**src/cbr_pkg.sv**
```systemverilog
// shared types and constants for the column bottom-row edge finder
`default_nettype none
package cbr_pkg;

   localparam int COL_W   = 12;
   localparam int ROW_W   = 12;
   localparam int CHAN_W  = 8;
   localparam int LEVEL_W = 8;
   localparam int CSR_IDX_W = 8;

   // luminance weights, sum is taken to 22 bits and shifted down by 14
   localparam int SUM_W   = 22;
   localparam int SHIFT   = 14;
   localparam logic [13:0] COEF_R = 14'd4915;
   localparam logic [13:0] COEF_G = 14'd9667;
   localparam logic [13:0] COEF_B = 14'd1802;
   localparam logic [SUM_W-1:0] ROUND = 22'd8192;

   localparam logic [CHAN_W-1:0] THRESHOLD_RESET = 8'd24;
   localparam logic [CHAN_W-1:0] MAGENTA_RESET   = 8'd240;

   typedef enum logic [CSR_IDX_W-1:0] {
      CSR_BRIGHT_THRESHOLD = 8'd0,
      CSR_MAGENTA_LEVEL    = 8'd1
   } csr_index_type;

   typedef enum logic {
      ACTION_PIXEL = 1'b0,
      ACTION_READ  = 1'b1
   } action_type;

   typedef struct packed {
      action_type       action;
      logic [COL_W-1:0] column;
      logic [ROW_W-1:0] row;
      logic             in_range;
   } item_type;

   typedef struct packed {
      logic wr_en;
      logic wr_found;
      logic rd_en;
   } mem_ctl_type;

endpackage
`default_nettype wire

```
**src/cbr_level.sv**
```systemverilog
// pixel level pipeline stage: registered luminance products and magenta select
`default_nettype none
module cbr_level
   import cbr_pkg::*;
(
   input  wire logic               clock,
   input  wire logic               en,
   input  wire logic [CHAN_W-1:0]  red,
   input  wire logic [CHAN_W-1:0]  green,
   input  wire logic [CHAN_W-1:0]  blue,
   input  wire logic [CHAN_W-1:0]  magenta_level,
   output logic [LEVEL_W-1:0]      level
);

   logic [SUM_W-1:0]  prod_r_ff, prod_r_in;
   logic [SUM_W-1:0]  prod_g_ff, prod_g_in;
   logic [SUM_W-1:0]  prod_b_ff, prod_b_in;
   logic [CHAN_W-1:0] green_ff;
   logic              mag_sel_ff, mag_sel_in;
   logic [SUM_W-1:0]  sum;

   always_comb begin
      prod_r_in  = SUM_W'(red)   * SUM_W'(COEF_R);
      prod_g_in  = SUM_W'(green) * SUM_W'(COEF_G);
      prod_b_in  = SUM_W'(blue)  * SUM_W'(COEF_B);
      mag_sel_in = (red >= magenta_level) && (blue >= magenta_level);
   end

   always_ff @(posedge clock) begin
      if (en) begin
         prod_r_ff  <= prod_r_in;
         prod_g_ff  <= prod_g_in;
         prod_b_ff  <= prod_b_in;
         green_ff   <= green;
         mag_sel_ff <= mag_sel_in;
      end
   end

   always_comb begin
      sum   = prod_r_ff + prod_g_ff + prod_b_ff + ROUND;
      level = mag_sel_ff ? green_ff : sum[SUM_W-1:SHIFT];
   end

endmodule
`default_nettype wire

```
**config.mk**
```make
export PLATFORM = sky130hd
export DESIGN_NAME = cbr_level
export DESIGN_NICKNAME = d
export VERILOG_FILES = /design/src/cbr_pkg.sv /design/src/cbr_level.sv
export SDC_FILE = /design/constraint.sdc
export NUM_CORES = 1
export LEC_CHECK = 0
export ABC_AREA = 0
export ABC_CLOCK_PERIOD_IN_PS = 5280
export BUFFER_PORTS_ARGS = -buffer_cell sky130_fd_sc_hd__buf_2
export CAP_MARGIN = 20
export CELL_PAD_IN_SITES_DETAIL_PLACEMENT = 0
export CELL_PAD_IN_SITES_GLOBAL_PLACEMENT = 1
export CORE_UTILIZATION = 51
export CTS_CLUSTER_DIAMETER = 30
export DETAILED_ROUTE_END_ITERATION = 8
export GPL_TIMING_DRIVEN = 0
export HOLD_SLACK_MARGIN = 0.05
export PLACE_DENSITY_LB_ADDON = 0.1
export SLEW_MARGIN = 20
export SYNTH_ARGS = -nofsm -noshare
export SYNTH_HDL_FRONTEND = slang
export SYNTH_SLANG_ARGS = --single-unit
```
**constraint.sdc**
```tcl
create_clock -name clock -period 5.28 [get_ports clock]
set_clock_uncertainty 0.2 [all_clocks]
set_input_delay 0.792 -clock clock [delete_from_list [all_inputs] [get_ports clock]]
set_output_delay 0.792 -clock clock [all_outputs]
set_load 0.02 [all_outputs]
```
Yosys cells after proc, flatten, opt, wreduce, memory -nomap -nowiden
Cells that the tools add are included.
Storage, ports and cells
  bits in registers: 70
  input port bits: 34
  word-level logic and storage cells: 15
Operators by class
  $add $sub $neg: 3
  multipliers: 3
  order comparisons: 2
  muxes and demuxes: 1
  reduce and logical (&&, ||, !) cells: 1
Operator list (count)
  adder 21 x 22 -> 22 bit: 1
  adder 22 x 14 -> 22 bit, second input constant: 1
  adder 22 x 19 -> 22 bit: 1
  multiplier 8 x 14 -> 22 bit, second input constant: 1
  multiplier 8 x 13 -> 21 bit, second input constant: 1
  multiplier 8 x 10 -> 18 bit, second input constant: 1
  >= comparator 8 bit: 2
  2-to-1 mux 8 bit: 1
  logical AND 1 bit: 1

Longest topological paths before layout
Gate-level depths: netlist of run 1.
  word-level depth: 4
  depth in mapped cells: 17
  gate-level depth less buffers: 17

Least setup slack after synthesis of run 1
No wires, ideal clock.
  kind: input-to-reg
  from: input port green[5]
  to: register prod_g_ff[21] (data pin)
  setup time: 0.257 ns
  data arrival time: 4.421 ns
  data required time: 4.823 ns
  setup slack: 0.402 ns
  cell stages on the path: 15
  path through: fa_1 -> inv_1 -> fa_1 -> inv_1 -> fa_1 -> fa_1 -> ha_1 -> a21o_1 -> a21o_1 -> a21o_1 -> a21o_1 -> a221oi_1 -> nor2b_1 -> o21ai_0 -> nand2b_1
On the way
  cells in the longest elaborated chain, start to end: 1
Ends and longest elaborated chain
  from (decl): line cbr_level.sv:9  | input wire logic [CHAN_W-1:0] green,
  multiplier 8 x 14 -> 22 bit: line cbr_level.sv:24  | prod_g_in = SUM_W'(green) * SUM_W'(COEF_G);
  net prod_g_in[21]: line cbr_level.sv:16  | logic [SUM_W-1:0] prod_g_ff, prod_g_in;
  to (signal assigned): line cbr_level.sv:32  | prod_g_ff <= prod_g_in;
  to (decl): line cbr_level.sv:16
The timed path passes the listed nets, and every way through them passes these cells.
A chain may end at the register's enable or synchronous reset.

Worst setup path after layout of run 1
  from: register prod_r_ff[9]
  to: output port level[7]
On the way
  cells in the longest elaborated chain, start to end: 4
Ends and longest elaborated chain
  from (decl): line cbr_level.sv:15  | logic [SUM_W-1:0] prod_r_ff, prod_r_in;
  from (signal assigned): line cbr_level.sv:31  | prod_r_ff <= prod_r_in;
  adder 21 x 22 -> 22 bit: line cbr_level.sv:40  | sum = prod_r_ff + prod_g_ff + prod_b_ff + ROUND;
  adder 22 x 19 -> 22 bit: line cbr_level.sv:40
  adder 22 x 14 -> 22 bit: line cbr_level.sv:40
  2-to-1 mux 8 bit: line cbr_level.sv:41  | level = mag_sel_ff ? green_ff : sum[SUM_W-1:SHIFT];
  to (decl): line cbr_level.sv:12  | output logic [LEVEL_W-1:0] level
Every way passes these cells.

==> metrics.md, run 1 <==
| Metric | Value |
|---|---|
| Status | `finished, final reports clean` |
| Share of cells above drive strength 1 | `8.568%` |
| Row Count | `45` |
| Bufs on Longest Clock Path | `2` |
| Number of gates resized after CTS | `0` |
| Ys async rst share | `0%` |
| Gr ovfl total | `0` |
| # DRC | `0` |
| Antenna diodes | `0` |
| Critical Path AT | `4080 ps` |
| Violation count after the first detailed-routing iteration | `186` |
| Final hold vios | `0` |
| Pre-antenna DRT Iters | `4` |
| Die area | `16180 um2` |
| Hpwl dp | `12820 um` |
| Critical Path Source Type | `register` |
| Max Fclk | `0.1972 GHz` |
| Crit path max fanout | `3` |
| Sequential area share after synthesis | `25.92%` |
| Worst Hold Depth | `1` |
| First-pass GRT wire length | `26170 um` |
| Pin slew with the least headroom to its limit | `410.8 ps` |
| Die Wd | `127.2 um` |
| WL final | `15000 um` |
| Fin crit period | `5070 ps` |
| CTS buffer count | `9` |
| Placeable Area | `15260 um2` |
| Routed len/inst | `15.11 um` |
| Htree depth | `3` |
| Syn_nets | `1021` |
| Height of the die | `127.2 um` |
| EDFF count, synth | `69` |
| Period utilisation layout | `96.02%` |
| Pins Over Slew Limit | `0` |
| Placed cells | `977` |
| CP required | `4290 ps` |
| Post-CTS Setup Bufs | `0` |
| Vias | `5158` |
| RSZ-0062 raised after global routing | `no` |
| Top Ports | `42` |
| YS warnings | `0` |
| Fin Setup TNS | `0 ps` |
| Hold path startpoint | `green[0]` |
| GPL Wtd Cong | `0.8071` |
| Syn Inst Count | `724` |
| CTS tree | `done` |
| Clock sink total | `69` |
| Area of the multi-input gates | `5443 um2` |
| Distinct cell type count of the synthesized netlist | `46` |
| Initial antenna violation count | `0` |
| DRT antenna net count | `0` |
| Quantity of I/O buffers inserted on ports | `41` |
| Reg clk slew, reported paths | `50 ps` |
| Tot GR Track Use | `20.91%` |
| Hold Path Class | `in2reg` |
| Lkg Pwr | `4.488 nW` |
| Root Driver | `clkbuf_16` |
| Total Nets Final | `1074` |
| Initial Util | `52.40%` |
| Non-filler cells, final | `993` |
| CTS Hold Bufs | `0` |
| Pwr Density | `537.3 nW/um2` |
| FILL cells | `1339` |
| CP Capture Type | `output port` |
| Vias in the first global route | `5463` |
| Area occupied by registers | `2072 um2` |
| Post-Syn Area | `7995 um2` |
| Slew margin rel. | `72.27%` |
| DR vias/cell | `5.194` |
| Setup-failing EPs final | `0` |
| Post-synthesis register bit count | `69` |
| Largest net degree at the start of global routing | `64` |
| Hold EP | `prod_g_ff[0]` |
| Maximum VDD drop | `0.7202 mV` |
| Primary FF master, synth | `edfxtp_1` |
| Layout area overhead | `9.890%` |
| Synth Area per Inst | `11.04 um2` |
| Max cap viols | `0` |
| CP Class | `reg2out` |
where the power goes:
group,switching (W),internal (W),total [W]
clock,0.000220,0.000361,0.000581
sequential,0.0000919,0.000859,0.000951
combinational,0.00178,0.00141,0.00319
total,0.00209,0.00263,0.00472
critical path, stage by stage, from the launching register on:
cell and delay (ps):
edfxtp_1 420, fa_1 490, ha_1 310, ha_1 310, a211o_1 270, or3_1 310, o221a_2 300, a41oi_2 280
o21ai_2 150, a41o_1 290, o21a_1 180, o31ai_1 230, buf_2 210
layout make-up:
class                      instances  area share, %
sequential                        69          23.58
clock inverter                     7         0.7548
clock buffer                       9          2.563
timing repair buffer              42          2.677
multi-input combinational        527          61.95
inverter                         127          5.426
tap                              211          3.005
buffer                             1        0.04272
kinds of logic (layout without fill, tap and decap cells):
kind of cell | Yosys count | count (layout) | share of synthesized area, %
adder cells (fa/ha/maj) | 263 | 263 | 46.60
buffers and inverters | 128 | 186 | 6.009
AO/OA/AOI/OAI | 127 | 127 | 10.50
AND/OR/NAND/NOR | 86 | 86 | 5.352
flip-flops | 69 | 69 | 25.92
XOR/XNOR | 50 | 50 | 5.477
multiplexers | 1 | 1 | 0.1408
synth_stat cells (all sizes together) (3+ instances only):
master  count  share of area, %
a21o       19               1.8
and3        3              0.23
inv       127               6.0
or2         3              0.23
ha        205                32
a31oi       5              0.39
edfxtp     69                26
o31ai       3              0.28
nand3       8              0.50
fa         58                15
nor3       10              0.63
nor2       16              0.75
o21ai      26               1.7
nand2b      6              0.47
or3         5              0.41
a21oi      32               2.0
nor2b       8              0.63
o21a       12               1.1
nand2      21              0.99
xnor2      31               3.4
xor2       19               2.1
o21bai      9              0.85
layout by cell type (no fill, tap or decap), types with 2 or more instances in the layout:
cell / count
o22ai_1: 2
a2111oi_0: 2
a211oi_1: 2
clkbuf_16: 9
xnor2_1: 31
o21ai_0: 25
a31oi_1: 5
ha_1: 205
xor2_1: 19
o21a_1: 12
clkinv_2: 2
nand2_1: 21
edfxtp_1: 69
fa_1: 58
clkinvlp_4: 3
a31o_2: 2
o311ai_0: 2
nand2b_1: 6
nor2_1: 16
and2_1: 2
o21bai_1: 9
and3_1: 3
or3_1: 4
or2_2: 3
nand3_1: 8
a41o_1: 2
o31ai_1: 3
inv_1: 127
nor2b_1: 8
buf_2: 40
nor3_1: 10
a21oi_1: 32
a21o_1: 19
through the flow:
step,total power (W),utilization [%],instance area (um2),worst slack [ps],hold WS (ps)
after detailed placement,0.004160,55.67,8494,-51.74,868.1
after floorplan,0.003363,-,7995,401.6,690.9
after CTS,0.004795,57.58,8786,185.2,515.6
after global routing,0.005241,57.58,8786,31.23,516.0
final,0.004721,57.58,8786,210.2,526.1
after global placement,0.004073,55.47,8464,4.971,868.5
routing by layer:
metal | up-vias | share of wire [%] | track usage (%)
met2 | 61 | 46 | 34.39
met5 | - | 0 | 0
li1 | 2646 | - | -
met3 | 11 | 2.9 | 3.434
met1 | 2440 | 50 | 29.27
met4 | 0 | 1.1 | 4.132
worst max-delay path by stage:
stage / start / to / slack (ps) / cells past startpoint
floorplan: green[5] / prod_g_ff[21] / 400 / 15
global placement: green[5] / prod_g_ff[21] / 5 / 16
detailed placement: red[3] / prod_r_ff[20] / -50 / 15
CTS: prod_r_ff[9] / level[7] / 190 / 12
global route: prod_r_ff[9] / level[7] / 30 / 12
finish: prod_r_ff[9] / level[7] / 210 / 12
state kept, by name, summed over array words and instances (netlist names):
register / count
prod_r_ff: 21
prod_b_ff: 18
green_ff: 7
prod_g_ff: 22
mag_sel_ff: 1
Note: power is estimated with default switching activity, not from simulation.
==> run 2, diff against run 1 <==
--- a/config.mk
+++ b/config.mk
@@ -11,6 +11,7 @@
 export CAP_MARGIN = 20
 export CELL_PAD_IN_SITES_DETAIL_PLACEMENT = 0
 export CELL_PAD_IN_SITES_GLOBAL_PLACEMENT = 1
+export CORE_ASPECT_RATIO = 1.5
 export CORE_UTILIZATION = 51
 export CTS_CLUSTER_DIAMETER = 30
 export DETAILED_ROUTE_END_ITERATION = 8
==> run 2 against run 1 <==
Fmax increased by 0.16%. Non-clock buffer count unchanged. Worst setup slack improved by 8.2 ps.
==> metrics.md, run 2 (synthesis gave the netlist of run 1 again) <==
| Metric | Value |
|---|---|
| Fin crit period | `5062 ps` |
| Period utilisation layout | `95.86%` |
| CP top delay family | `compound AO/OA/AOI/OAI gates` |
| CTS Hold Bufs | `0` |
| CTS tree | `done` |
| CP endpoint | `level[7]` |
| Placeable Area | `15210 um2` |
| GPL Wtd Cong | `0.8466` |
| Die area | `16190 um2` |
| Status | `finished, final reports clean` |
| Max incr delay on CP | `490 ps` |
| CP required | `4290 ps` |
| Layout area overhead | `9.499%` |
| Number of gates resized after CTS | `0` |
| Most common cell after layout, fill and taps aside | `ha_1` |
| First-pass GRT wire length | `26530 um` |
| Int Power | `0.002599 W` |
| Row Count | `55` |
| Critical path origin | `prod_r_ff[9]` |
| Flip-flop count of the largest register after layout | `22` |
| Switching power | `0.002156 W` |
| Most flop-heavy register | `prod_g_ff` |
| Pins Over Slew Limit | `0` |
| Cells along the critical path | `fa_1 > ha_1 > ha_1 > a211o_1 > or3_1 > o221a_2 > a41oi_2 > o21ai_2 > a41o_1 > o21a_1 > o31ai_1 > buf_2` |
| Critical path's most frequent cell | `ha_1` |
| Clk pwr share | `11.7%` |
| Pin slew with the least headroom to its limit | `441.3 ps` |
| CP Class | `reg2out` |
| Hold path startpoint | `green[0]` |
| # DRC | `0` |
| Root Driver | `clkbuf_16` |
| Vias in the first global route | `5672` |
| FILL cells | `1329` |
| Vias | `5250` |
| Most frequent cells in the layout | `ha_1 (205), inv_1 (127), edfxtp_1 (69)` |
| Share of cells above drive strength 1 | `8.568%` |
| Crit path max fanout | `3` |
| RSZ-0062 raised after global routing | `no` |
| Critical Path Source Type | `register` |
| Quantity of I/O buffers inserted on ports | `41` |
| Initial Util | `52.57%` |
| Maximum VDD drop | `0.3500 mV` |
| Top Ports | `42` |
| Largest registers | `prod_g_ff (22), prod_r_ff (21), prod_b_ff (18)` |
| Max Fclk | `0.1976 GHz` |
| Slew margin rel. | `70.27%` |
| Seq pwr share | `20.0%` |
| Reg clk slew, reported paths | `60 ps` |
| Post-layout util | `57.56%` |
| Placed cells | `965` |
| Non-filler cells, final | `981` |
| Part of the power in combinational logic | `68.3%` |
| Antenna diodes | `0` |
| Total Nets Final | `1074` |
| WL final | `15500 um` |
| Clock sink total | `69` |
| Post-CTS Setup Bufs | `0` |
| Tot GR Track Use | `21.07%` |
| Switching part of the total | `45.34%` |
| CTS buffer count | `9` |
| DRT antenna net count | `0` |
| Worst path slowest cell | `fa_1` |
| Levels on crit path | `12` |
| Pwr Density | `543.2 nW/um2` |
| Setup-failing EPs final | `0` |
| Htree depth | `3` |
| Violation count after the first detailed-routing iteration | `207` |
| Routed len/inst | `15.80 um` |
| Pre-antenna DRT Iters | `4` |
| Critical path buffers and inverters | `1` |
| Gr ovfl total | `0` |
| Lkg Pwr | `4.483 nW` |
| Hpwl dp | `13300 um` |
| Die Wd | `104.2 um` |
| Initial antenna violation count | `0` |
| CP Capture Type | `output port` |
| Hold Path Class | `in2reg` |
| Height of the die | `155.3 um` |
| Critical Path AT | `4070 ps` |
| Final hold vios | `0` |
| Largest net degree at the start of global routing | `61` |
| DR vias/cell | `5.352` |
| Bufs on Longest Clock Path | `2` |
| Max cap viols | `0` |
[run 2: power by group through the flow]
stage / combinational [W] / sequential (W) / clock [W]
3_5_place_dp: 0.00324 / 0.000968 / 0
5_1_grt: 0.00371 / 0.000975 / 0.000590
2_1_floorplan: 0.00243 / 0.000932 / 0
6_report: 0.00325 / 0.000953 / 0.000556
4_1_cts: 0.00330 / 0.000960 / 0.000569
3_3_place_gp: 0.00316 / 0.000967 / 0
[run 2: worst min path at each step]
stage          slack [ps]  depth (start not counted)            to
4_1_cts               520                          1  prod_g_ff[0]
5_1_grt               520                          1  prod_g_ff[0]
2_1_floorplan         690                          0   green_ff[1]
3_5_place_dp          880                          1  prod_g_ff[0]
3_3_place_gp          870                          1  prod_g_ff[0]
6_report              530                          1  prod_g_ff[0]
[run 2: final cells by class]
cell class	count	area, um2	area share, %
flip-flops and latches	69	2072	23.67
plain buffers	1	3.754	0.04288
inverters	127	476.7	5.445
multi-input cells	527	5443	62.17
clock buffers	10	229.0	2.615
repair buffers	42	235.2	2.687
clock inverters	6	46.29	0.5288
well taps	199	249.0	2.844
[run 2: layer usage]
layer	global-route usage, %	routed length [um]	share of wire (%)	up-vias
met5	0	0	0	-
met4	7.891	415	2.7	0
met2	41.97	8566	55	79
met3	2.849	360	2.3	24
met1	22.11	6155	40	2503
li1	-	-	-	2644
[run 2: stage by stage]
stage	power (W)	area, um2	setup WS [ps]	hold slack (ps)	TNS [ps]
final	0.004755	8755	218.4	531.6	0
after global routing	0.005273	8755	5.278	515.8	0
after CTS	0.004828	8755	181.3	517.0	0
after detailed placement	0.004206	8479	-65.57	877.5	-112.4
after global placement	0.004126	8449	-48.84	873.7	-73.07
after floorplan	0.003363	7995	401.6	690.9	0
==> run 3, diff against run 2 <==
--- a/config.mk
+++ b/config.mk
@@ -13,6 +13,7 @@
 export CELL_PAD_IN_SITES_GLOBAL_PLACEMENT = 1
 export CORE_ASPECT_RATIO = 1.5
 export CORE_UTILIZATION = 51
+export CTS_BUF_LIST = sky130_fd_sc_hd__clkbuf_4 sky130_fd_sc_hd__clkbuf_8 sky130_fd_sc_hd__clkbuf_16
 export CTS_CLUSTER_DIAMETER = 30
 export DETAILED_ROUTE_END_ITERATION = 8
 export GPL_TIMING_DRIVEN = 0
==> run 3 against run 2 <==
Count of clock-buffer cells in the layout is the same. First-iteration DRC count shrank 11%. Die area is the same. Core utilization is essentially flat. Clock power grew 1%. Sequential share of layout area is essentially flat. Wire length is essentially flat. Highest routed layer unchanged. Worst setup slack is essentially flat. Fmax is essentially flat.
==> metrics.md, run 3 (synthesis gave the netlist of run 1 again) <==
| Metric | Value |
|---|---|
| Part of the power in combinational logic | `68.2%` |
| Die area | `16190 um2` |
| Gr ovfl total | `0` |
| Hpwl dp | `13300 um` |
| Max cap viols | `0` |
| Post-Layout Inst Area | `8758 um2` |
| Largest registers | `prod_g_ff (22), prod_r_ff (21), prod_b_ff (18)` |
| Pwr Density | `543.6 nW/um2` |
| CTS tree | `done` |
| Int Power | `0.002605 W` |
| Reg clk slew, reported paths | `60 ps` |
| Height of the die | `155.3 um` |
| Vias | `5249` |
| CP Class | `reg2out` |
| # DRC | `0` |
| Violation count after the first detailed-routing iteration | `184` |
| Bufs on Longest Clock Path | `2` |
| Die Wd | `104.2 um` |
| CTS Hold Bufs | `0` |
| GPL Wtd Cong | `0.8466` |
| Quantity of I/O buffers inserted on ports | `41` |
| Fin Setup TNS | `0 ps` |
| Lkg Pwr | `4.486 nW` |
| CP Capture Type | `output port` |
| Clk pwr share | `11.8%` |
| Top Ports | `42` |
| Period utilisation layout | `95.86%` |
| DP Area | `8479 um2` |
| Crit path max fanout | `3` |
| Tot GR Track Use | `21.06%` |
| Pre-CTS setup slack | `-65.57 ps` |
| Max incr delay on CP | `490 ps` |
| DRT antenna net count | `0` |
| Slew margin rel. | `70.27%` |
| Critical Path AT | `4070 ps` |
| Fin crit period | `5062 ps` |
| Pin slew with the least headroom to its limit | `441.3 ps` |
| Critical path's most frequent cell | `ha_1` |
| Row Count | `55` |
| Initial Util | `52.57%` |
| RSZ-0062 raised after global routing | `no` |
| Most flop-heavy register | `prod_g_ff` |
| CP required | `4290 ps` |
| WL final | `15490 um` |
| Routed len/inst | `15.79 um` |
| Switching part of the total | `45.30%` |
| Layout area overhead | `9.546%` |
| Post-layout util | `57.59%` |
| Hold Path Class | `in2reg` |
| Total Nets Final | `1074` |
| Setup-failing EPs final | `0` |
| Number of gates resized after CTS | `0` |
| Pre-antenna DRT Iters | `4` |
| Most frequent cells in the layout | `ha_1 (205), inv_1 (127), edfxtp_1 (69)` |
| Pins Over Slew Limit | `0` |
| Root Driver | `clkbuf_16` |
| DR vias/cell | `5.351` |
| Switching power | `0.002157 W` |
| Worst path slowest cell | `fa_1` |
| Share of cells above drive strength 1 | `8.696%` |
| Htree depth | `3` |
| Most common cell after layout, fill and taps aside | `ha_1` |
| Seq pwr share | `20.0%` |
| Flip-flop count of the largest register after layout | `22` |
| Vias in the first global route | `5674` |
| CTS buffer count | `9` |
| Worst Slack Setup Final | `218.5 ps` |
| Final hold vios | `0` |
| Initial antenna violation count | `0` |
| Maximum VDD drop | `0.3500 mV` |
| Hold Slack | `532.2 ps` |
| Post-CTS Setup Bufs | `0` |
| Critical Path Source Type | `register` |
| Antenna diodes | `0` |
| Max Fclk | `0.1976 GHz` |
| Clock sink total | `69` |
| Largest net degree at the start of global routing | `61` |
| Placeable Area | `15210 um2` |
| Status | `finished, final reports clean` |
| Cells along the critical path | `fa_1 > ha_1 > ha_1 > a211o_1 > or3_1 > o221a_2 > a41oi_2 > o21ai_2 > a41o_1 > o21a_1 > o31ai_1 > buf_2` |
| First-pass GRT wire length | `26520 um` |
## run 3: routing by layer
layer	share of wire, %	up-vias	GRT usage, %
li1	-	2644	-
met1	40	2510	22.08
met2	55	71	41.97
met3	2.2	24	2.849
met4	2.7	0	7.891
met5	0	-	0
## run 3: worst paths after layout
| path | start | endpoint | slack (ps) | cells past startpoint |
|---|---|---|---|---|
| worst max-delay path | prod_r_ff[9] | level[7] | 220 | 12 |
| worst min-delay path | green[0] | prod_g_ff[0] | 530 | 1 |
## run 3: worst max-delay path, delay by kind of cell, from the launching register on
kind            cells  cell delay, ps
compound gates      7            1700
simple gates        1             300
fa+ha+maj           3            1130
buf+inv             1             200
flops               1             390
## run 3: layout make-up
type,count,area [um2]
fill,1331,6450
multi-input combinational,527,5443
sequential,69,2072
inverter,127,476.7
tap,199,249.0
timing repair buffer,42,235.2
clock buffer,10,232.7
clock inverter,6,46.29
buffer,1,3.754
## run 3: stage by stage
stage	instances	total power, W
after global placement	964	0.004126
after global routing	981	0.005277
after detailed placement	965	0.004206
after floorplan	724	0.003363
final	981	0.004761
after CTS	981	0.004833
## run 3: power by group through the flow
stage	registers (W)	clock network (W)	logic (W)
5_1_grt	0.000975	0.000594	0.00371
3_3_place_gp	0.000967	0	0.00316
6_report	0.000953	0.000562	0.00325
4_1_cts	0.000960	0.000574	0.00330
2_1_floorplan	0.000932	0	0.00243
3_5_place_dp	0.000968	0	0.00324
